[src/hdl/fte_pkg.sv]
// ----------------------------------------------------------------------------
// fte_pkg
// Shared types, codes and constants of the allocation table block.
// ----------------------------------------------------------------------------
package fte_pkg;

  localparam int TABLE_DEPTH_DEFAULT = 4096;
  localparam int INDEX_SPAN          = 4096;
  localparam int INDEX_W             = 12;
  localparam int COUNT_W             = 13;
  localparam int LINK_W              = 28;
  localparam int WORD_W              = 32;
  localparam int QUEUE_DEPTH         = 2;

  localparam logic [WORD_W-1:0] LINK_MASK = 32'h0FFF_FFFF;
  localparam logic [WORD_W-1:0] RSVD_MASK = 32'hF000_0000;

  localparam logic [COUNT_W-1:0] ENTRIES_RESET = 13'd4096;
  localparam logic [LINK_W-1:0]  EOC_RESET     = 28'hFFF_FFFF;

  localparam logic [2:0] OP_READ   = 3'd0;
  localparam logic [2:0] OP_WRITE  = 3'd1;
  localparam logic [2:0] OP_ALLOC  = 3'd2;
  localparam logic [2:0] OP_LOAD   = 3'd3;
  localparam logic [2:0] OP_SETCNT = 3'd4;

  localparam logic [1:0] ST_OK    = 2'd0;
  localparam logic [1:0] ST_RANGE = 2'd1;
  localparam logic [1:0] ST_FULL  = 2'd2;

  localparam logic REG_TABLE_ENTRIES = 1'b0;
  localparam logic REG_END_OF_CHAIN  = 1'b1;

  typedef enum logic [2:0] {
    CMD_READ,
    CMD_WRITE,
    CMD_ALLOC,
    CMD_LOAD,
    CMD_SETCNT,
    CMD_RANGE,
    CMD_NOP
  } cmd_kind_t;

  typedef struct packed {
    logic [2:0]         operation;
    logic [INDEX_W-1:0] index;
    logic [WORD_W-1:0]  value;
  } req_t;

  typedef struct packed {
    logic [1:0]         status;
    logic [LINK_W-1:0]  entry_value;
    logic [INDEX_W-1:0] allocated_index;
    logic [WORD_W-1:0]  used_count;
  } rsp_t;

  typedef struct packed {
    cmd_kind_t          kind;
    logic [INDEX_W-1:0] index;
    logic [WORD_W-1:0]  value;
    logic [COUNT_W-1:0] limit;
  } cmd_t;

endpackage

[src/hdl/fte_queue.sv]
// ----------------------------------------------------------------------------
// fte_queue
// Short command queue between the front and the back end.
// ----------------------------------------------------------------------------
module fte_queue (
  input  logic          clk,
  input  logic          rst,
  input  logic          push,
  input  fte_pkg::cmd_t push_cmd,
  input  logic          pop,
  output fte_pkg::cmd_t pop_cmd,
  output logic          full,
  output logic          empty
);
  import fte_pkg::*;

  localparam int PTR_W = (QUEUE_DEPTH > 1) ? $clog2(QUEUE_DEPTH) : 1;
  localparam int CNT_W = $clog2(QUEUE_DEPTH + 1);

  cmd_t             slots [QUEUE_DEPTH];
  logic [PTR_W-1:0] wr_ptr;
  logic [PTR_W-1:0] rd_ptr;
  logic [CNT_W-1:0] fill;

  assign full    = fill == CNT_W'(QUEUE_DEPTH);
  assign empty   = fill == '0;
  assign pop_cmd = slots[rd_ptr];

  always_ff @(posedge clk) begin
    if (push) begin
      slots[wr_ptr] <= push_cmd;
    end
  end

  always_ff @(posedge clk) begin
    if (rst) begin
      wr_ptr <= '0;
      rd_ptr <= '0;
      fill   <= '0;
    end else begin
      if (push) begin
        wr_ptr <= wr_ptr + PTR_W'(1);
      end
      if (pop) begin
        rd_ptr <= rd_ptr + PTR_W'(1);
      end
      if (push && !pop) begin
        fill <= fill + CNT_W'(1);
      end else if (pop && !push) begin
        fill <= fill - CNT_W'(1);
      end
    end
  end

endmodule

[config.mk]
export PLATFORM = sky130hd
export DESIGN_NAME = fte_queue
export DESIGN_NICKNAME = d
export VERILOG_FILES = /design/src/hdl/fte_pkg.sv /design/src/hdl/fte_queue.sv
export SDC_FILE = /design/constraint.sdc
export NUM_CORES = 1
export LEC_CHECK = 0
export BUFFER_PORTS_ARGS = -buffer_cell sky130_fd_sc_hd__buf_2
export CAP_MARGIN = 25
export CORE_ASPECT_RATIO = 0.8
export CORE_MARGIN = 3
export CORE_UTILIZATION = 40
export DETAILED_ROUTE_END_ITERATION = 7
export PLACE_DENSITY_LB_ADDON = 0.15
export SLEW_MARGIN = 15
export SYNTH_ARGS = -nofsm -noshare
export SYNTH_HDL_FRONTEND = slang
export SYNTH_SLANG_ARGS = --single-unit
[constraint.sdc]
create_clock -name clk -period 5.4 [get_ports clk]
set_clock_uncertainty 0.05 [all_clocks]
set_input_delay 0.27 -clock clk [delete_from_list [all_inputs] [get_ports clk]]
set_output_delay 0.27 -clock clk [all_outputs]
set_load 0.05 [all_outputs]
## Word-level counts from Yosys, hierarchy flattened

Memory sizes are Yosys's and may differ from the RTL's. A register that Yosys moved wholly into a read port is not among the register bits.
Cells that the tools add are included.
Widths: inputs -> output; s select.

- Bits in registers: 4
- RAM bits: 120
- Bits of input ports: 64
- Output and inout port bits: 62
- Word-level logic and storage cells: 21
- Memories: 1

- $add $sub $neg: 4
- Equal/unequal tests: 1
- Mux-type cells: 6
- Reductions and logical operators: 6

Memories:

| memory | depth | width | read ports | clocked after Yosys merged registers in | wr ports | line | text |
|---|---|---|---|---|---|---|---|
| slots | 2 | 60 | 1 | 1 | 1 | fte_queue.sv:20 | `cmd_t slots [QUEUE_DEPTH];` |

Operator list:

| operator | number |
|---|---|
| $mux 1 | 4 |
| $mux 2 | 2 |
| $add 1x1->1 const B | 2 |
| $add 2x1->2 const B | 1 |
| $eq 2x2->1 const B | 1 |
| $logic_and 1x1->1 | 2 |
| $logic_not 1->1 | 2 |
| $logic_not 2->1 | 1 |
| $reduce_bool 2->1 | 1 |
| $sub 2x1->2 const B | 1 |

## Longest topological paths before layout

Gate-level depths: netlist (run 1).

- Depth after elaboration: 4
- Gate-level depth with buffers: 5
- Gate-level depth less buffers: 5

## Worst setup path before layout (run 1)

Ideal clock, no wire load.

- Path type: register to register
- Start: register wr_ptr
- End: memory slots[0][0] (netlist bit), enable pin
- Setup time: 0.485 ns
- Data arrival time: 2.998 ns
- Setup slack: 1.867 ns
- Cell stages (with the launch flop): 2
- Path buffers: 0
- Cell sequence: dfxtp_1 > nor2b_1

RTL lines:

| what | line | text |
|---|---|---|
| from (decl) | fte_queue.sv:21 | `logic [PTR_W-1:0] wr_ptr;` |
| from (signal assigned) | fte_queue.sv:42 | `wr_ptr <= wr_ptr + PTR_W'(1);` |
| to (decl) | fte_queue.sv:20 |  |

No word-level cell before the write port.

==> results of run 1 <==
-- placed cells by master, fill, tap and decap left out --
cell type        n
a21oi_1          1
and2_2           1
and2b_2          1
buf_2          125
buf_4            3
bufinv_16        2
clkbuf_1         5
clkbuf_16       17
clkbuf_8         1
clkinv_2         7
dfxtp_1          4
dfxtp_2          1
dlygate4sd3_1   45
edfxtp_1       120
ha_1             1
inv_1            1
mux2_2          60
nor2_1           5
nor2b_4          1
o21ai_0          1
or3_1            1
xnor2_1          2
xor2_1           2
-- timing repair --
item	4_1_cts	5_1_grt
hold buffers	43	2
endpoints found under the hold margin	81	2
buffers inserted	0	0
-- power groups by stage --
stage / registers, mW / logic (mW) / clock network, mW
after floorplan: 1.16 / 0.299 / 0
after global placement: 1.17 / 0.385 / 0
after detailed placement: 1.18 / 0.386 / 0
after CTS: 1.16 / 0.412 / 1.08
after global routing: 1.16 / 0.431 / 1.13
final: 1.16 / 0.408 / 1.06
-- metrics by stage --
step                utilization (%)  hold WS [ns]  total power, mW  instances
global placement               48.5         0.407             1.56        474
CTS                            57.5       0.00167             2.65        549
global route                   57.7      0.000664             2.72        551
finish                         57.7        0.0166             2.62        551
detailed placement             48.5         0.411             1.56        474
floorplan                         -         0.289             1.46        209
-- cell type report --
cell class	count	area [µm²]	area share (%)
inverters	1	3.75	0.0593
repair buffers	173	1100	17.4
clock buffers	23	458	7.24
flip-flops and latches	125	3700	58.5
clock inverters	9	95.1	1.50
multi-input cells	76	788	12.5
well taps	144	180	2.85
-- worst max path at each step --
| stage | startpoint | end | slack (ns) | cells past startpoint |
|---|---|---|---|---|
| 3_5_place_dp | flip-flop | pop_cmd[11] | 3.10 | 3 |
| 5_1_grt | flip-flop | pop_cmd[15] | 2.58 | 3 |
| 3_3_place_gp | flip-flop | pop_cmd[11] | 3.10 | 3 |
| 4_1_cts | flip-flop | pop_cmd[29] | 2.67 | 3 |
| 2_1_floorplan | wr_ptr | slots[0][0] | 1.87 | 1 |
| 6_report | flip-flop | pop_cmd[15] | 2.75 | 3 |
-- per-layer routing --
| metal | vias up | routed length, µm |
|---|---|---|
| li1 | 1190 | - |
| met1 | 1223 | 4010 |
| met2 | 91 | 3930 |
| met3 | 11 | 600 |
| met4 | 0 | 79 |
| met5 | - | 0 |
-- cell usage after synthesis, types with 2 or more instances --
cell      instances  area (µm²)
xnor2_1           2        17.5
mux2_2           60         676
dfxtp_1           5         100
edfxtp_1        120        3600
nor2_1            5        18.8
xor2_1            2        17.5
buf_4             6        45.0
-- flip-flops by register name, indices dropped and copies added (netlist names), named ones only --
register,cells
rd_ptr,1
slots,120
fill,2
wr_ptr,1
-- worst register-to-register path, stage by stage (launching register included) --
cell and delay [ns]:
dfxtp_1 0.39, and2_2 0.66, buf_4 0.52
-- kinds of logic after synthesis --
| logic type | count (synthesis) | synth area share [%] |
|---|---|---|
| flops | 125 | 81.6 |
| fa+ha+maj | 1 | 0.276 |
| simple gates | 9 | 1.02 |
| buf+inv | 8 | 1.19 |
| compound gates | 2 | 0.220 |
| mux | 60 | 14.9 |
| xor+xnor | 4 | 0.772 |
==> reports/metrics.cfg, run 1 <==
[synthesis]
yosysUniqueCellTypes = 16
yosysSeqAreaShare_pct = 81.6
ys_ff_latch = 125
synth_edf_count = 120
yosysWarnings = 0
synth_nets = 274
postSynthAreaPerCell_um2 = 21.7
syn_inst = 209
synth_async_sr_flop_share_pct = 0
ys.flop_type = edfxtp_1
syn_area_mm2 = 0.00454

[timing]
rsz0062_at_grt = false
worstMarginPinSlew_ns = 0.868
min_period_ns = 2.65
finalCritPeriodShare_pct = 49.2
final-hold-violation-count = 0
fin_ws_ns = 2.75
relSlewSlack_pct = 42.0
drv_slew = 0
setup_tns_ns = 0
timing.fmax_mhz = 377
setup_viol = 0

[cells_and_area]
stdcell_area_mm2 = 0.00633
final_nets = 459
fill_cells = 878
area_growth_pct = 39.5
drive_gt1_share_pct = 53.8
n_antenna_cell = 0

[detailed_routing]
ant_nets = 0
wl_per_cell_um = 15.6
num_vias = 2515
drt_iter0_markers = 112
routed_wl_um = 8610
drc = 0
via_per_inst = 4.56
first_pass_iters = 4

[critical_path]
cp_slowest_stage_delay_ns = 0.77
path_buf_inv = 2
critPathKind = reg2out
r2r_slack_ns = 3.38
r2r_cells = 2
setup.worst_path.start_class = flip-flop
worstPathCellList = buf_4, mux2_2, buf_2
critPathArrivalTime_ns = 2.33
cp-end-kind = output port
crit_fanout = 32
required_ns = 5.08
r2r_start = wr_ptr
slowest_stage = dfxtp_2
timing.rr.end = slots[1][48]
crit_family = flip-flops

[placement]
routabilityCongestion = 0.730
dpl.hpwl_um = 5270
placed_cell_area_mm2 = 0.00533
dp_slack_ns = 3.10
port_buffers = 125

[clock_network]
path_clk_slew_ns = 0.05
cts_buffer_depth = 2
cts_tree = yes
cts.sink_count = 125
h-tree-depth = 4
cts.repair.resized = 0
clkLatencyLatePin_ns = 0.40
numCtsBuffers = 17
cts.root.buffer_cell = clkbuf_16

[floorplanning]
start_util_pct = 41.3
die_x_um = 125
rows = 34
num_io_pins = 126
core_region_area_mm2 = 0.0110
die-area_mm2 = 0.0127
die_h_um = 101

[global_routing]
grt.busiest_layer = met2
grt_start_max_net_pins = 33
first_global_vias = 2567
grt_pass1_wl_um = 13200
antenna_found_initial = 0
grt_overflow = 0
gr-usage-met3_pct = 5.80
globalRouteMet1Util_pct = 18.0
use_met2_pct = 20.9
grt_usage_pct = 13.9

[run]
maxCapViolCount = 0

[power]
power_frac_seq_pct = 44.0
p_sw_share_pct = 25.8
power_switching_uw = 677
combPwrFrac_pct = 15.6
powerDensity_mw_per_mm2 = 415
p_leak_nw = 2.42
pwr-share-clk_pct = 40.4
vdd_drop_max_v = 0.000231
cell_internal_pwr_mw = 1.95

[worst_hold_path]
min_path_cells = 1
worstHoldPathType = in2reg
hold_end = slots[0][28]
holdCritStartpoint = push_cmd[28]

[outcome]
status = complete, no violations

(Power assumes the default switching activity.)
==> run 2: changes to the inputs <==
==> constraint.sdc (replaced) <==
create_clock -name clk -period 2.14 [get_ports clk]
set_clock_uncertainty 0.05 [all_clocks]
set_input_delay 0.107 -clock clk [delete_from_list [all_inputs] [get_ports clk]]
set_output_delay 0.107 -clock clk [all_outputs]
set_load 0.05 [all_outputs]
==> reports/metrics.cfg, run 2 (same netlist as run 1, synthesis figures left out) <==
[floorplanning]
core_region_area_mm2 = 0.0110  ; unchanged
rows = 34  ; unchanged
die-area_mm2 = 0.0127  ; unchanged
start_util_pct = 41.3  ; unchanged
die_h_um = 101  ; unchanged
num_io_pins = 126  ; unchanged
die_x_um = 125  ; unchanged

[critical_path]
worstPathCellList = buf_4, mux2_2, buf_2  ; unchanged
crit_family = buffers and inverters  ; was flip-flops
required_ns = 1.98  ; was 5.08 ns
path_buf_inv = 2  ; unchanged
cp_slowest_stage_delay_ns = 0.41  ; was 0.77 ns
setup.worst_path.start_class = flip-flop  ; unchanged
critPathKind = reg2out  ; unchanged
critPathArrivalTime_ns = 1.76  ; was 2.33 ns
cp-end-kind = output port  ; unchanged
slowest_stage = buf_4  ; was dfxtp_2
crit_fanout = 35  ; was 32
r2r_start = wr_ptr  ; unchanged

[detailed_routing]
drt_iter0_markers = 123  ; was 112
ant_nets = 0  ; unchanged
routed_wl_um = 8560  ; was 8610 µm
wl_per_cell_um = 14.9  ; was 15.6 µm
first_pass_iters = 4  ; unchanged
drc = 0  ; unchanged
num_vias = 2582  ; was 2515
via_per_inst = 4.50  ; was 4.56

[timing]
finalCritPeriodShare_pct = 89.5
final-hold-violation-count = 0  ; unchanged
rsz0062_at_grt = false  ; unchanged
timing.fmax_mhz = 522
relSlewSlack_pct = 61.8  ; was 42.0%
worstMarginPinSlew_ns = 0.572  ; was 0.868 ns
fin_ws_ns = 0.225  ; was 2.75 ns
drv_slew = 0  ; unchanged
hold_slack_ns = 0.378  ; was 0.0166 ns
setup_tns_ns = 0  ; unchanged
min_period_ns = 1.91
setup_viol = 0  ; unchanged

[cells_and_area]
fill_cells = 854  ; was 878
drive_gt1_share_pct = 50.9  ; was 53.8%
multi_input_area_um2 = 788  ; unchanged
register_area_mm2 = 0.00370  ; unchanged
largest_reg_flops = 120  ; unchanged
area_growth_pct = 45.5  ; was 39.5%
reg_top3 = slots: 120 flops, fill: 2 flops  ; unchanged
final_common_cell = buf_2  ; unchanged
regMostFlops = slots  ; unchanged
final_nets = 482  ; was 459
most-common-layout-cells = 125 x buf_2, 120 x edfxtp_1, 64 x dlygate4sd3_1  ; was 125 x buf_2, 120 x edfxtp_1, 60 x mux2_2
n_antenna_cell = 0  ; unchanged

[global_routing]
grt_start_max_net_pins = 36  ; was 33
grt_overflow = 0  ; unchanged
gr-usage-met3_pct = 6.06  ; was 5.80%
antenna_found_initial = 0  ; unchanged
use_met2_pct = 23.4  ; was 20.9%
globalRouteMet1Util_pct = 16.9  ; was 18.0%
grt_usage_pct = 14.2  ; was 13.9%
grt_pass1_wl_um = 13700  ; was 13200 µm
first_global_vias = 2791  ; was 2567
grt.busiest_layer = met2  ; unchanged

[clock_network]
h-tree-depth = 4  ; unchanged
numCtsBuffers = 17  ; unchanged
clkLatencyLatePin_ns = 0.39  ; was 0.40 ns
cts.sink_count = 125  ; unchanged
path_clk_slew_ns = 0.05  ; about the same
cts_tree = yes  ; unchanged
cts.root.buffer_cell = clkbuf_16  ; unchanged
cts_buffer_depth = 2  ; unchanged

[power]
total_power_mw = 6.72  ; was 2.62 mW
powerDensity_mw_per_mm2 = 1020  ; was 415 mW/mm²
p_leak_nw = 2.53  ; was 2.42 nW
vdd_drop_max_v = 0.000601  ; was 0.000231 V

[placement]
routabilityCongestion = 0.713  ; was 0.730
port_buffers = 125  ; unchanged
dpl.hpwl_um = 5290  ; was 5270 µm
dp_slack_ns = 0.613  ; was 3.10 ns

[run]
maxCapViolCount = 0  ; unchanged

[worst_hold_path]
worstHoldPathType = in2reg  ; unchanged
holdCritStartpoint = push_cmd[31]  ; was push_cmd[28]

[outcome]
status = complete, no violations  ; unchanged

==> run 2: area by class of cell <==
cell class	instances	area share, %
inverters	1	0.0569
clock buffers	23	6.79
clock inverters	9	1.80
repair buffers	196	20.5
multi-input cells	76	11.9
flip-flops and latches	125	56.1
well taps	144	2.73
==> run 2: stage by stage <==
step                area, µm²  cells  utilization [%]
floorplan                4550    209                -
CTS                      6600    574             60.1
detailed placement       5390    478             49.1
global route             6600    574             60.1
global placement         5390    478             49.1
finish                   6600    574             60.1
==> run 2: final timing paths <==
path                                     end  slack [ns]  depth (start not counted)
worst max register to register  slots[0][22]        0.64                          2
worst max-delay path              pop_cmd[0]        0.23                          3
worst min-delay path            slots[0][31]        0.38                          2
worst min register to register        rd_ptr        0.46                          2
==> run 2: per-layer routing <==
metal,wire length [µm],vias up
met5,0,-
met4,71,0
met3,646,10
met2,4140,99
met1,3700,1238
li1,-,1235
==> run 2: what timing repair did <==
item | in CTS | in global routing
resized for setup | 0 | 0
hold buffers | 64 | 0
hold endpoints to repair | 125 | 0
setup buffers | 0 | 0
==> run 2: power by group <==
group          leakage (nW)  switching [mW]  internal, mW  total [mW]
clock                 0.272           0.919          1.81        2.73
combinational          1.09           0.731         0.369        1.10
sequential             1.17          0.0367          2.86        2.89
total                  2.53            1.69          5.04        6.72
