===== config.mk =====
export PLATFORM = sky130hd
export DESIGN_NAME = fte_front
export DESIGN_NICKNAME = d
export VERILOG_FILES = /design/src/hdl/fte_pkg.sv /design/src/hdl/fte_front.sv
export SDC_FILE = /design/constraint.sdc
export NUM_CORES = 1
export LEC_CHECK = 0
export BUFFER_PORTS_ARGS = -buffer_cell sky130_fd_sc_hd__buf_2
export CAP_MARGIN = 10
export CORE_MARGIN = 2
export CORE_UTILIZATION = 28
export DETAILED_ROUTE_END_ITERATION = 7
export PLACE_DENSITY_LB_ADDON = 0.3
export SYNTH_ARGS = -nofsm -noshare
export SYNTH_HDL_FRONTEND = slang
export SYNTH_SLANG_ARGS = --single-unit

===== constraint.sdc =====
create_clock -name vclk -period 1.7
set_input_delay 0.255 -clock vclk [all_inputs]
set_output_delay 0.255 -clock vclk [all_outputs]
set_load 0.05 [all_outputs]

===== src/hdl/fte_pkg.sv =====
// ----------------------------------------------------------------------------
// fte_pkg
// Shared types, codes and constants of the allocation table block.
// ----------------------------------------------------------------------------
package fte_pkg;

  localparam int TABLE_DEPTH_DEFAULT = 4096;
  localparam int INDEX_SPAN          = 4096;
  localparam int INDEX_W             = 12;
  localparam int COUNT_W             = 13;
  localparam int LINK_W              = 28;
  localparam int WORD_W              = 32;
  localparam int QUEUE_DEPTH         = 2;

  localparam logic [WORD_W-1:0] LINK_MASK = 32'h0FFF_FFFF;
  localparam logic [WORD_W-1:0] RSVD_MASK = 32'hF000_0000;

  localparam logic [COUNT_W-1:0] ENTRIES_RESET = 13'd4096;
  localparam logic [LINK_W-1:0]  EOC_RESET     = 28'hFFF_FFFF;

  localparam logic [2:0] OP_READ   = 3'd0;
  localparam logic [2:0] OP_WRITE  = 3'd1;
  localparam logic [2:0] OP_ALLOC  = 3'd2;
  localparam logic [2:0] OP_LOAD   = 3'd3;
  localparam logic [2:0] OP_SETCNT = 3'd4;

  localparam logic [1:0] ST_OK    = 2'd0;
  localparam logic [1:0] ST_RANGE = 2'd1;
  localparam logic [1:0] ST_FULL  = 2'd2;

  localparam logic REG_TABLE_ENTRIES = 1'b0;
  localparam logic REG_END_OF_CHAIN  = 1'b1;

  typedef enum logic [2:0] {
    CMD_READ,
    CMD_WRITE,
    CMD_ALLOC,
    CMD_LOAD,
    CMD_SETCNT,
    CMD_RANGE,
    CMD_NOP
  } cmd_kind_t;

  typedef struct packed {
    logic [2:0]         operation;
    logic [INDEX_W-1:0] index;
    logic [WORD_W-1:0]  value;
  } req_t;

  typedef struct packed {
    logic [1:0]         status;
    logic [LINK_W-1:0]  entry_value;
    logic [INDEX_W-1:0] allocated_index;
    logic [WORD_W-1:0]  used_count;
  } rsp_t;

  typedef struct packed {
    cmd_kind_t          kind;
    logic [INDEX_W-1:0] index;
    logic [WORD_W-1:0]  value;
    logic [COUNT_W-1:0] limit;
  } cmd_t;

endpackage


===== src/hdl/fte_front.sv =====
// ----------------------------------------------------------------------------
// fte_front
// Accepts requests, checks the index against the live entry count and
// turns each request into a command for the back end.
// ----------------------------------------------------------------------------
module fte_front #(
  parameter int MEM_DEPTH = fte_pkg::TABLE_DEPTH_DEFAULT
) (
  input  logic                          req_valid,
  output logic                          req_ready,
  input  fte_pkg::req_t                 req,
  input  logic [fte_pkg::COUNT_W-1:0]   table_entries,
  input  logic                          q_full,
  output logic                          q_push,
  output fte_pkg::cmd_t                 q_cmd
);
  import fte_pkg::*;

  localparam logic [COUNT_W-1:0] DEPTH_CAP = COUNT_W'(MEM_DEPTH);

  logic [COUNT_W-1:0] live;
  logic               out_of_range;

  assign live         = (table_entries < DEPTH_CAP) ? table_entries : DEPTH_CAP;
  assign out_of_range = {1'b0, req.index} >= live;
  assign req_ready    = !q_full;
  assign q_push       = req_valid && !q_full;

  always_comb begin
    q_cmd.index = req.index;
    q_cmd.value = req.value;
    q_cmd.limit = live;
    unique case (req.operation)
      OP_READ:   q_cmd.kind = out_of_range ? CMD_RANGE : CMD_READ;
      OP_WRITE:  q_cmd.kind = out_of_range ? CMD_RANGE : CMD_WRITE;
      OP_LOAD:   q_cmd.kind = out_of_range ? CMD_RANGE : CMD_LOAD;
      OP_ALLOC:  q_cmd.kind = CMD_ALLOC;
      OP_SETCNT: q_cmd.kind = CMD_SETCNT;
      default:   q_cmd.kind = CMD_NOP;
    endcase
  end

endmodule


Yosys cells after proc, flatten, opt, wreduce, memory -nomap -nowiden:

Index checks and enable logic that the tools add are counted.

* shift operators: 0
* divide/modulo/power cells: 0
* bitwise operators: 0
* $add $sub $neg: 0
* magnitude comparators: 2
* reductions and logical operators: 3
* $mul: 0
* muxes and demuxes: 5
* equality and inequality tests: 4

Operators by type and width (number)
* 3-bit one-hot mux with 5 select lines: 1
* 12-bit by 13-bit greater-or-equal comparator with 1-bit output: 1
* 13-bit less-than comparator, second input constant: 1
* 13-bit 2-to-1 mux: 1
* 3-bit 2-to-1 mux: 3
* 3-bit by 2-bit equality test with 1-bit output, second input constant: 2
* 3-bit by 1-bit equality test with 1-bit output, second input constant: 1
* 3-bit equality test, second input constant: 1
* 3-bit logical NOT: 1
* 1-bit logical AND: 1
* 1-bit logical NOT: 1

* flip-flop bits (word level): 0
* memory bits (writable): 0
* memory bits (read-only): 0
* output and inout bits: 62
* memories kept: 0
* logic and storage cells: 14
* bits in latches: 0
* input bits: 62

Logic depth before layout (Yosys ltp):

Gate-level depths: netlist of the first run.

* depth after elaboration: 5
* mapped depth: 8
* mapped depth without buffers: 7

Least setup slack after synthesis of the first run:

No wires, ideal clock.

* path type: input to output
* start: in table_entries[12] (netlist name)
* end: out q_cmd[59] (netlist name)
* buffers on the path: 1
* stages on the path: 6
* setup slack: -0.930 ns
* arrival: 2.375 ns
* cells stage by stage: clkbuf_1 nor2b_1 ha_1 a41o_1 a211oi_1 o21bai_1

RTL lines
* start, declared: line fte_front.sv:12 `input logic [fte_pkg::COUNT_W-1:0] table_entries,`
* end, declared: line fte_front.sv:15 `output fte_pkg::cmd_t q_cmd`

==> impl_metrics.env, run 1 <==
export IMPL_status="finished, violations left"
export IMPL_violations="negative setup slack"
export IMPL_max_slew_margin=0.821
export IMPL_regArea_um2=0
export IMPL_nNetsFinal=212
export IMPL_holdBufCountCts=0
export IMPL_power_leakage_nw=0.665
export IMPL_fin_crit_ns=1.94
export IMPL_synth_cells=113
export IMPL_dp_worst_setup_slack_ns=-0.557
export IMPL_io_pins=124
export IMPL_crit_path_max_fanout=8
export IMPL_hp_class="in -> out"
export IMPL_gr_total_overflow=0
export IMPL_tightest_slew_ns=0.268
export IMPL_drtPass1Iterations=2
export IMPL_drtIter0Drc=1
export IMPL_final_setup_worst_slack_ns=-0.244
export IMPL_drtAntennaViolNets=0
export IMPL_synth_cell_types=22
export IMPL_crit_type="in -> out"
export IMPL_grt_max_degree=9
export IMPL_core_mm2=0.00273
export IMPL_synthesis_area_um2=802
export IMPL_endpoint_kind="output port"
export IMPL_layout_drive_gt1_share=0.750
export IMPL_fin_util=0.428
export IMPL_die_h_um=57.5
export IMPL_hold_viol_final=0
export IMPL_grt_pass1_vias=694
export IMPL_gp_congestion=0.686
export IMPL_drv_cap=0
export IMPL_avgSynthCellArea_um2=7.10
export IMPL_seq_area_frac_synth=0
export IMPL_routed_wl_um=2090
export IMPL_antenna_found_initial=0
export IMPL_nFlopsAndLatches=0
export IMPL_totalPowerFinal_uw=433
export IMPL_avgViaCountPerCell=4.59
export IMPL_finalCritPeriodShare=1.14
export IMPL_slew_violations=0
export IMPL_setup_viol=3
export IMPL_antennaDiodeCount=0
export IMPL_fmax_mhz=514
export IMPL_yosysWarnings=0
export IMPL_dieArea_mm2=0.00331
export IMPL_drc=0
export IMPL_dp_hpwl_um=1790
export IMPL_die_x_um=57.5
export IMPL_initial_core_util=0.293
export IMPL_via_count=766
export IMPL_pwr_density_cell_mw_per_mm2=370
export IMPL_start_kind="input port"
export IMPL_wire_per_inst_um=12.5
export IMPL_rsz0062_at_grt="true"
export IMPL_grt_usage=0.114
export IMPL_clkbuf_count=0
export IMPL_peakVddDrop_mv=0.220
export IMPL_arrival_ns=1.69
export IMPL_port_buffers=60
export IMPL_synth_fp_nets=187
export IMPL_layout_area_overhead_vs_synth_pct=45.9
export IMPL_grt_pass1_wl_um=3100
export IMPL_crit_required_ns=1.44
export IMPL_fp_row_count=19
[per-layer routing]
layer | routed length [um] | up-vias | GRT usage
met2 | 1120 | 52 | 0.226
li1 | - | 370 | -
met1 | 652 | 338 | 0.117
met5 | 0 | - | 0
met4 | 51 | 0 | 0.0332
met3 | 271 | 6 | 0.0249
[placed cells by master (no fill, tap or decap)]
| cell type | count |
|---|---|
| a211oi_2 | 1 |
| a21o_1 | 1 |
| a21oi_1 | 3 |
| a21oi_2 | 2 |
| a31oi_1 | 2 |
| a31oi_4 | 1 |
| a41o_1 | 1 |
| and2_4 | 1 |
| and3_4 | 1 |
| and4_4 | 1 |
| and4b_2 | 1 |
| buf_12 | 1 |
| buf_16 | 1 |
| buf_2 | 56 |
| buf_4 | 8 |
| buf_6 | 1 |
| buf_8 | 2 |
| ha_1 | 3 |
| ha_4 | 9 |
| inv_1 | 11 |
| inv_2 | 2 |
| nand2_1 | 2 |
| nand2_2 | 1 |
| nand2b_1 | 1 |
| nand2b_4 | 10 |
| nand3_1 | 1 |
| nor2_1 | 2 |
| nor2b_1 | 4 |
| nor2b_4 | 1 |
| o21ai_1 | 3 |
| o21ai_2 | 1 |
| o21bai_4 | 1 |
[kinds of logic (layout without fill, tap and decap cells)]
logic type               Yosys count  after routing  synth area share
buffers and inverters             59             82             0.487
AND/OR/NAND/NOR                   26             26             0.198
adder cells (fa/ha/maj)           12             12             0.187
AO/OA/AOI/OAI                     16             16             0.128
[report_power, final]
group          switching [mW]  internal (mW)
clock network               0              0
logic                   0.258          0.175
registers                   0              0
[synthesized netlist by cell type]
cell type,number,area share
and3_1,1,0.0078
inv_2,2,0.0094
nand2b_1,11,0.086
nor2b_1,5,0.039
ha_1,12,0.19
a211oi_1,1,0.0094
a31oi_1,2,0.016
a21o_1,1,0.0094
o21bai_1,1,0.0094
nand2_1,3,0.014
o21ai_0,4,0.025
a31oi_2,1,0.016
nand3_1,1,0.0062
and4_4,1,0.014
inv_1,11,0.051
and2_1,1,0.0078
a41o_1,1,0.012
clkbuf_1,1,0.0047
and4b_2,1,0.014
nor2_1,2,0.0094
buf_4,45,0.42
a21oi_1,5,0.031
[cell type report]
cell class	instances	area, um2
Inverter	13	48.8
Multi-Input combinational cell	54	653
Timing Repair Buffer	69	429
Tap cell	31	38.8
Fill cell	261	1560
[worst paths after layout]
check | from | end | slack (ns) | cells after the start
max | table_entries[12] | q_cmd[59] | -0.24 | 9
min | req[19] | q_cmd[32] | 0.51 | 0
[through the flow]
stage	cells	instance area, um2	hold slack (ns)	TNS [ns]
6_report	167	1170	0.510	-0.596
4_1_cts	167	1160	0.510	-0.599
3_3_place_gp	165	963	0.510	-1.43
2_1_floorplan	113	935	0.661	-0.633
5_1_grt	167	1170	0.510	-0.772
3_5_place_dp	165	963	0.510	-1.55
[critical path, stage by stage]
cell and delay [ns]:
buf_12 0.11, nand2b_4 0.14, ha_4 0.22, a21oi_2 0.12, o21ai_1 0.09, a41o_1 0.24, a211oi_2 0.28, o21bai_4 0.08
buf_6 0.15
[repair_timing]
item / CTS / global route
resized for setup: 30 / 1
setup buffers: 1 / 0
pin swaps: 8 / 0
endpoints found under the setup margin: 3 / 3
gates cloned: 1 / 0
endpoints found under the hold margin: 0 / 0
Note: power is estimated with default switching activity, not from simulation.
==> run 2: changes to the inputs <==
==> constraint.sdc (replaced) <==
create_clock -name vclk -period 1.7
set_input_delay 0.255 -clock vclk [all_inputs]
set_output_delay 0.255 -clock vclk [all_outputs]
set_load 0.005 [all_outputs]
==> run 2 against run 1 <==
- the run still ends with negative setup slack left
- flip-flop and latch count stayed put
- global-route usage hardly changed
- via count is 1.6% higher
- routed wire length is 5.3% lower
- worst hold slack hardly changed
- non-clock buffer count is 3 higher
- setup slack better by 0.082 ns
- largest cell class unchanged
- largest power group unchanged
==> impl_metrics.env, run 2 (synthesis gave the netlist of run 1 again) <==
export IMPL_fp_row_count=19
export IMPL_grt_pass1_vias=722
export IMPL_setup_viol=3
export IMPL_drtAntennaViolNets=0
export IMPL_layout_area_overhead_vs_synth_pct=46.8
export IMPL_wire_per_inst_um=11.7
export IMPL_power_leakage_nw=0.667
export IMPL_hp_class="in -> out"
export IMPL_routed_wl_um=1980
export IMPL_clkbuf_count=0
export IMPL_peakVddDrop_mv=0.107
export IMPL_totalPowerFinal_uw=285
export IMPL_hold_viol_final=0
export IMPL_crit_path_max_fanout=8
export IMPL_port_buffers=60
export IMPL_layout_common_cells="buf_2, nand2b_4, inv_1, ha_4, buf_4"
export IMPL_via_count=778
export IMPL_violations="negative setup slack"
export IMPL_avgViaCountPerCell=4.58
export IMPL_die_x_um=57.5
export IMPL_status="finished, violations left"
export IMPL_endpoint_kind="output port"
export IMPL_slew_violations=0
export IMPL_final_area_mm2=0.00118
export IMPL_tightest_slew_ns=0.243
export IMPL_swShare=0.422
export IMPL_drtIter0Drc=15
export IMPL_postPlaceCellArea_um2=950
export IMPL_multi_input_area_um2=664
export IMPL_switchingPower_uw=120
export IMPL_clkPwrFrac=0
export IMPL_final_setup_worst_slack_ns=-0.162
export IMPL_hold_depth=0
export IMPL_grt_pass1_wl_um=3120
export IMPL_crit_required_ns=1.44
export IMPL_combPwrFrac=1.000
export IMPL_drv_cap=0
export IMPL_drtPass1Iterations=4
export IMPL_io_pins=124
export IMPL_die_h_um=57.5
export IMPL_rsz0062_at_grt="true"
export IMPL_grt_max_degree=9
export IMPL_crit_type="in -> out"
export IMPL_initial_core_util=0.293
export IMPL_gp_congestion=0.678
export IMPL_nNetsFinal=215
export IMPL_finalCritPeriodShare=1.10
export IMPL_layout_drive_gt1_share=0.755
export IMPL_antennaDiodeCount=0
export IMPL_final_common_cell="buf_2"
export IMPL_antenna_found_initial=0
export IMPL_regArea_um2=0
export IMPL_nFlopsAndLatches=0
export IMPL_dieArea_mm2=0.00331
export IMPL_max_slew_margin=0.838
export IMPL_p_seq_frac=0
export IMPL_gr_total_overflow=0
export IMPL_core_mm2=0.00273
export IMPL_p_int_uw=165
export IMPL_arrival_ns=1.61
export IMPL_dp_hpwl_um=1570
export IMPL_drc=0
export IMPL_fmax_mhz=537
export IMPL_pwr_density_cell_mw_per_mm2=242
export IMPL_fin_crit_ns=1.86
export IMPL_fillCellCount=270
export IMPL_grt_usage=0.115
export IMPL_start_kind="input port"
## run 2: changes by cell type in the layout (fill, tap and decap cells not counted), sizes merged
| cell | change |
|---|---|
| buf | +3 |
## run 2: layer usage
metal  routed length, um  part of all wire  vias up  GRT usage
li1                    -                 -      380          -
met1                 693              0.35      336      0.125
met2                1050              0.53       54      0.231
met3                 207              0.10        8     0.0159
met4                  31             0.016        0     0.0199
met5                   0                 0        -          0
## run 2: power by group through the flow
| stage | clock network, mW | logic, mW | registers [mW] |
|---|---|---|---|
| final | 0 | 0.285 | 0 |
| after global routing | 0 | 0.318 | 0 |
| after CTS | 0 | 0.278 | 0 |
| after detailed placement | 0 | 0.223 | 0 |
| after global placement | 0 | 0.219 | 0 |
| after floorplan | 0 | 0.191 | 0 |
## run 2: worst max-delay path: stages
cell	delay, ns
buf_12	0.11
nand2b_4	0.14
ha_4	0.26
and4b_2	0.24
nand2_2	0.07
a31oi_4	0.17
o21ai_1	0.07
and2_1	0.15
buf_2	0.12
## run 2: worst paths after layout
path                         startpoint        end  slack (ns)
worst max-delay path  table_entries[12]  q_cmd[58]       -0.16
worst min-delay path             req[0]  q_cmd[13]        0.51
## run 2: through the flow
step           setup WS (ns)  utilization  hold slack, ns  instances  TNS (ns)
3_3_place_gp          -0.347        0.347           0.510        167     -1.02
3_5_place_dp          -0.389        0.347           0.510        167     -1.12
5_1_grt               -0.220        0.431           0.510        170    -0.561
4_1_cts               -0.212        0.422           0.510        170    -0.475
2_1_floorplan        -0.0711            -           0.537        113    -0.143
6_report              -0.162        0.431           0.510        170    -0.375
## run 2: area by class of cell
| cell class | instances | area share |
|---|---|---|
| multi-input cells | 54 | 0.564 |
| well taps | 31 | 0.0329 |
| repair buffers | 72 | 0.361 |
| inverters | 13 | 0.0414 |
## run 2: repair_timing
action / CTS / global route
resized for setup: 23 / 3
pin swaps: 12 / 8
gates cloned: 1 / 0
hold endpoints to repair: 0 / 0
setup endpoints to repair: 3 / 3
buffers inserted: 2 / 0
hold buffers: 0 / 0
==> run 3: changes to the inputs <==
--- a/config.mk
+++ b/config.mk
@@ -5,10 +5,13 @@
 export SDC_FILE = /design/constraint.sdc
 export NUM_CORES = 1
 export LEC_CHECK = 0
+export ABC_AREA = 1
 export BUFFER_PORTS_ARGS = -buffer_cell sky130_fd_sc_hd__buf_2
 export CAP_MARGIN = 10
+export CELL_PAD_IN_SITES_DETAIL_PLACEMENT = 0
+export CELL_PAD_IN_SITES_GLOBAL_PLACEMENT = 1
 export CORE_MARGIN = 2
-export CORE_UTILIZATION = 28
+export CORE_UTILIZATION = 16
 export DETAILED_ROUTE_END_ITERATION = 7
 export PLACE_DENSITY_LB_ADDON = 0.3
 export SYNTH_ARGS = -nofsm -noshare
==> run 3 against run 2 <==
- critical path type unchanged
- non-clock buffer count is the same
- flip-flop and latch count stayed put
- the flow still finishes with violations (negative setup slack)
- cell count increased by 40%
- first-iteration DRC count decreased by 27%
- total power up 8.3%
- combinational power up 8.4%
- global-route usage is 4.4 points lower
==> impl_metrics.env, run 3 <==
export IMPL_status="finished, violations left"
export IMPL_violations="negative setup slack"
export IMPL_die_h_um=76.4
export IMPL_totalPowerFinal_uw=309
export IMPL_avgSynthCellArea_um2=5.90
export IMPL_synth_area_leaders="buf_4, ha_1, nand2_1, inv_1, nor2_1"
export IMPL_synth_top_area_share=0.403
export IMPL_hold_viol_final=0
export IMPL_hp_class="in -> out"
export IMPL_core_mm2=0.00507
export IMPL_drtPass1Iterations=2
export IMPL_synthesis_area_um2=838
export IMPL_dieArea_mm2=0.00583
export IMPL_via_count=803
export IMPL_io_pins=124
export IMPL_regArea_um2=0
export IMPL_grt_usage=0.0704
export IMPL_hold_depth=0
export IMPL_holdBufCountCts=0
export IMPL_nNetsFinal=244
export IMPL_drtIter0Drc=11
export IMPL_rsz0062_at_grt="true"
export IMPL_slew_violations=0
export IMPL_synth_cell_types=15
export IMPL_avgViaCountPerCell=3.37
export IMPL_gr_total_overflow=0
export IMPL_dp_cells=236
export IMPL_fmax_mhz=557
export IMPL_wire_per_inst_um=8.95
export IMPL_port_buffers=60
export IMPL_fillCellCount=595
export IMPL_synthTopCellsByCount="buf_4, nand2_1, inv_1"
export IMPL_finalCritPeriodShare=1.06
export IMPL_yosysWarnings=0
export IMPL_grt_pass1_wl_um=3500
export IMPL_layout_cells_non_filler=238
export IMPL_yosys_cell_count_top_type="buf_4"
export IMPL_final_setup_worst_slack_ns=-0.0950
export IMPL_tightest_slew_ns=0.136
export IMPL_final_common_cell="buf_2"
export IMPL_max_slew_margin=0.909
export IMPL_gp_congestion=0.658
export IMPL_worstHoldStart="req[5]"
export IMPL_clkbuf_count=0
export IMPL_routed_wl_um=2130
export IMPL_setup_viol=3
export IMPL_fin_crit_ns=1.79
export IMPL_fp_row_count=26
export IMPL_arrival_ns=1.54
export IMPL_grt_max_degree=7
export IMPL_pwr_density_cell_mw_per_mm2=242
export IMPL_layout_drive_gt1_share=0.673
export IMPL_crit_required_ns=1.44
export IMPL_peakVddDrop_mv=0.0573
export IMPL_power_leakage_nw=0.747
export IMPL_dp_hpwl_um=1700
export IMPL_endpoint_kind="output port"
export IMPL_crit_path_max_fanout=6
export IMPL_layout_area_overhead_vs_synth_pct=51.9
export IMPL_yosysTopAreaCell="buf_4"
export IMPL_antenna_found_initial=0
export IMPL_synth_fp_nets=216
export IMPL_layout_common_cells="buf_2, nand2_1, inv_1"
export IMPL_synth_cells=142
export IMPL_die_x_um=76.4
export IMPL_initial_core_util=0.165
export IMPL_antennaDiodeCount=0
export IMPL_nFlopsAndLatches=0
export IMPL_seq_area_frac_synth=0
export IMPL_drc=0
export IMPL_drv_cap=0
export IMPL_drtAntennaViolNets=0
export IMPL_crit_path_start="table_entries[12]"
export IMPL_start_kind="input port"
export IMPL_grt_pass1_vias=776
export IMPL_crit_type="in -> out"
## run 3: layout make-up
cell class	instances	area, um2	share of cell area
inverters	26	105	0.0825
multi-input cells	70	648	0.509
well taps	70	87.6	0.0688
repair buffers	72	433	0.340
## run 3: timing repair
action	in CTS	in global routing
pin swaps	17	12
setup endpoints to repair	3	3
buffers inserted	1	0
resized for setup	39	13
cloned	1	0
## run 3: logic make-up (layout without fill, tap and decap cells)
family | after synthesis | after routing | share of synthesized area
buffers and inverters | 72 | 98 | 0.525
and+or+nand+nor | 56 | 56 | 0.284
adders and majority gates | 12 | 12 | 0.179
AOI/OAI and AO/OA | 2 | 2 | 0.0119
## run 3: path summary, 6_finish.rpt
check | endpoint | slack (ns)
worst max-delay path | q_cmd[59] | -0.09
worst min-delay path | q_cmd[18] | 0.51
## run 3: worst max-delay path, stage by stage
cell and delay (ns):
buf_8 0.11, inv_8 0.06, buf_12 0.15, nand2_4 0.06, ha_4 0.23, nand2_1 0.07
inv_2 0.04, nand3b_1 0.09, nor2_2 0.04, nor2_2 0.12, nand3_2 0.09, nand2_1 0.06
nand2_1 0.04, buf_2 0.12
## run 3: report_power, final
| part | switching, mW | leakage [nW] | internal (mW) |
|---|---|---|---|
| combinational | 0.147 | 0.747 | 0.161 |
| sequential | 0 | 0 | 0 |
| clock | 0 | 0 | 0 |
| total | 0.147 | 0.747 | 0.161 |
## run 3: routing by layer
layer	routed length, um	track usage
met4	4	0.00727
met1	889	0.0907
met2	992	0.121
met3	245	0.0190
met5	0	0
## run 3: metrics by stage
step | util | instance area, um2 | hold slack, ns | setup slack (ns) | TNS (ns)
global placement | 0.191 | 971 | 0.510 | -0.260 | -0.731
global route | 0.251 | 1270 | 0.510 | -0.218 | -0.637
detailed placement | 0.191 | 971 | 0.510 | -0.274 | -0.772
finish | 0.251 | 1270 | 0.510 | -0.0950 | -0.265
CTS | 0.240 | 1220 | 0.510 | -0.139 | -0.384
floorplan | - | 838 | 0.537 | 0.0626 | 0
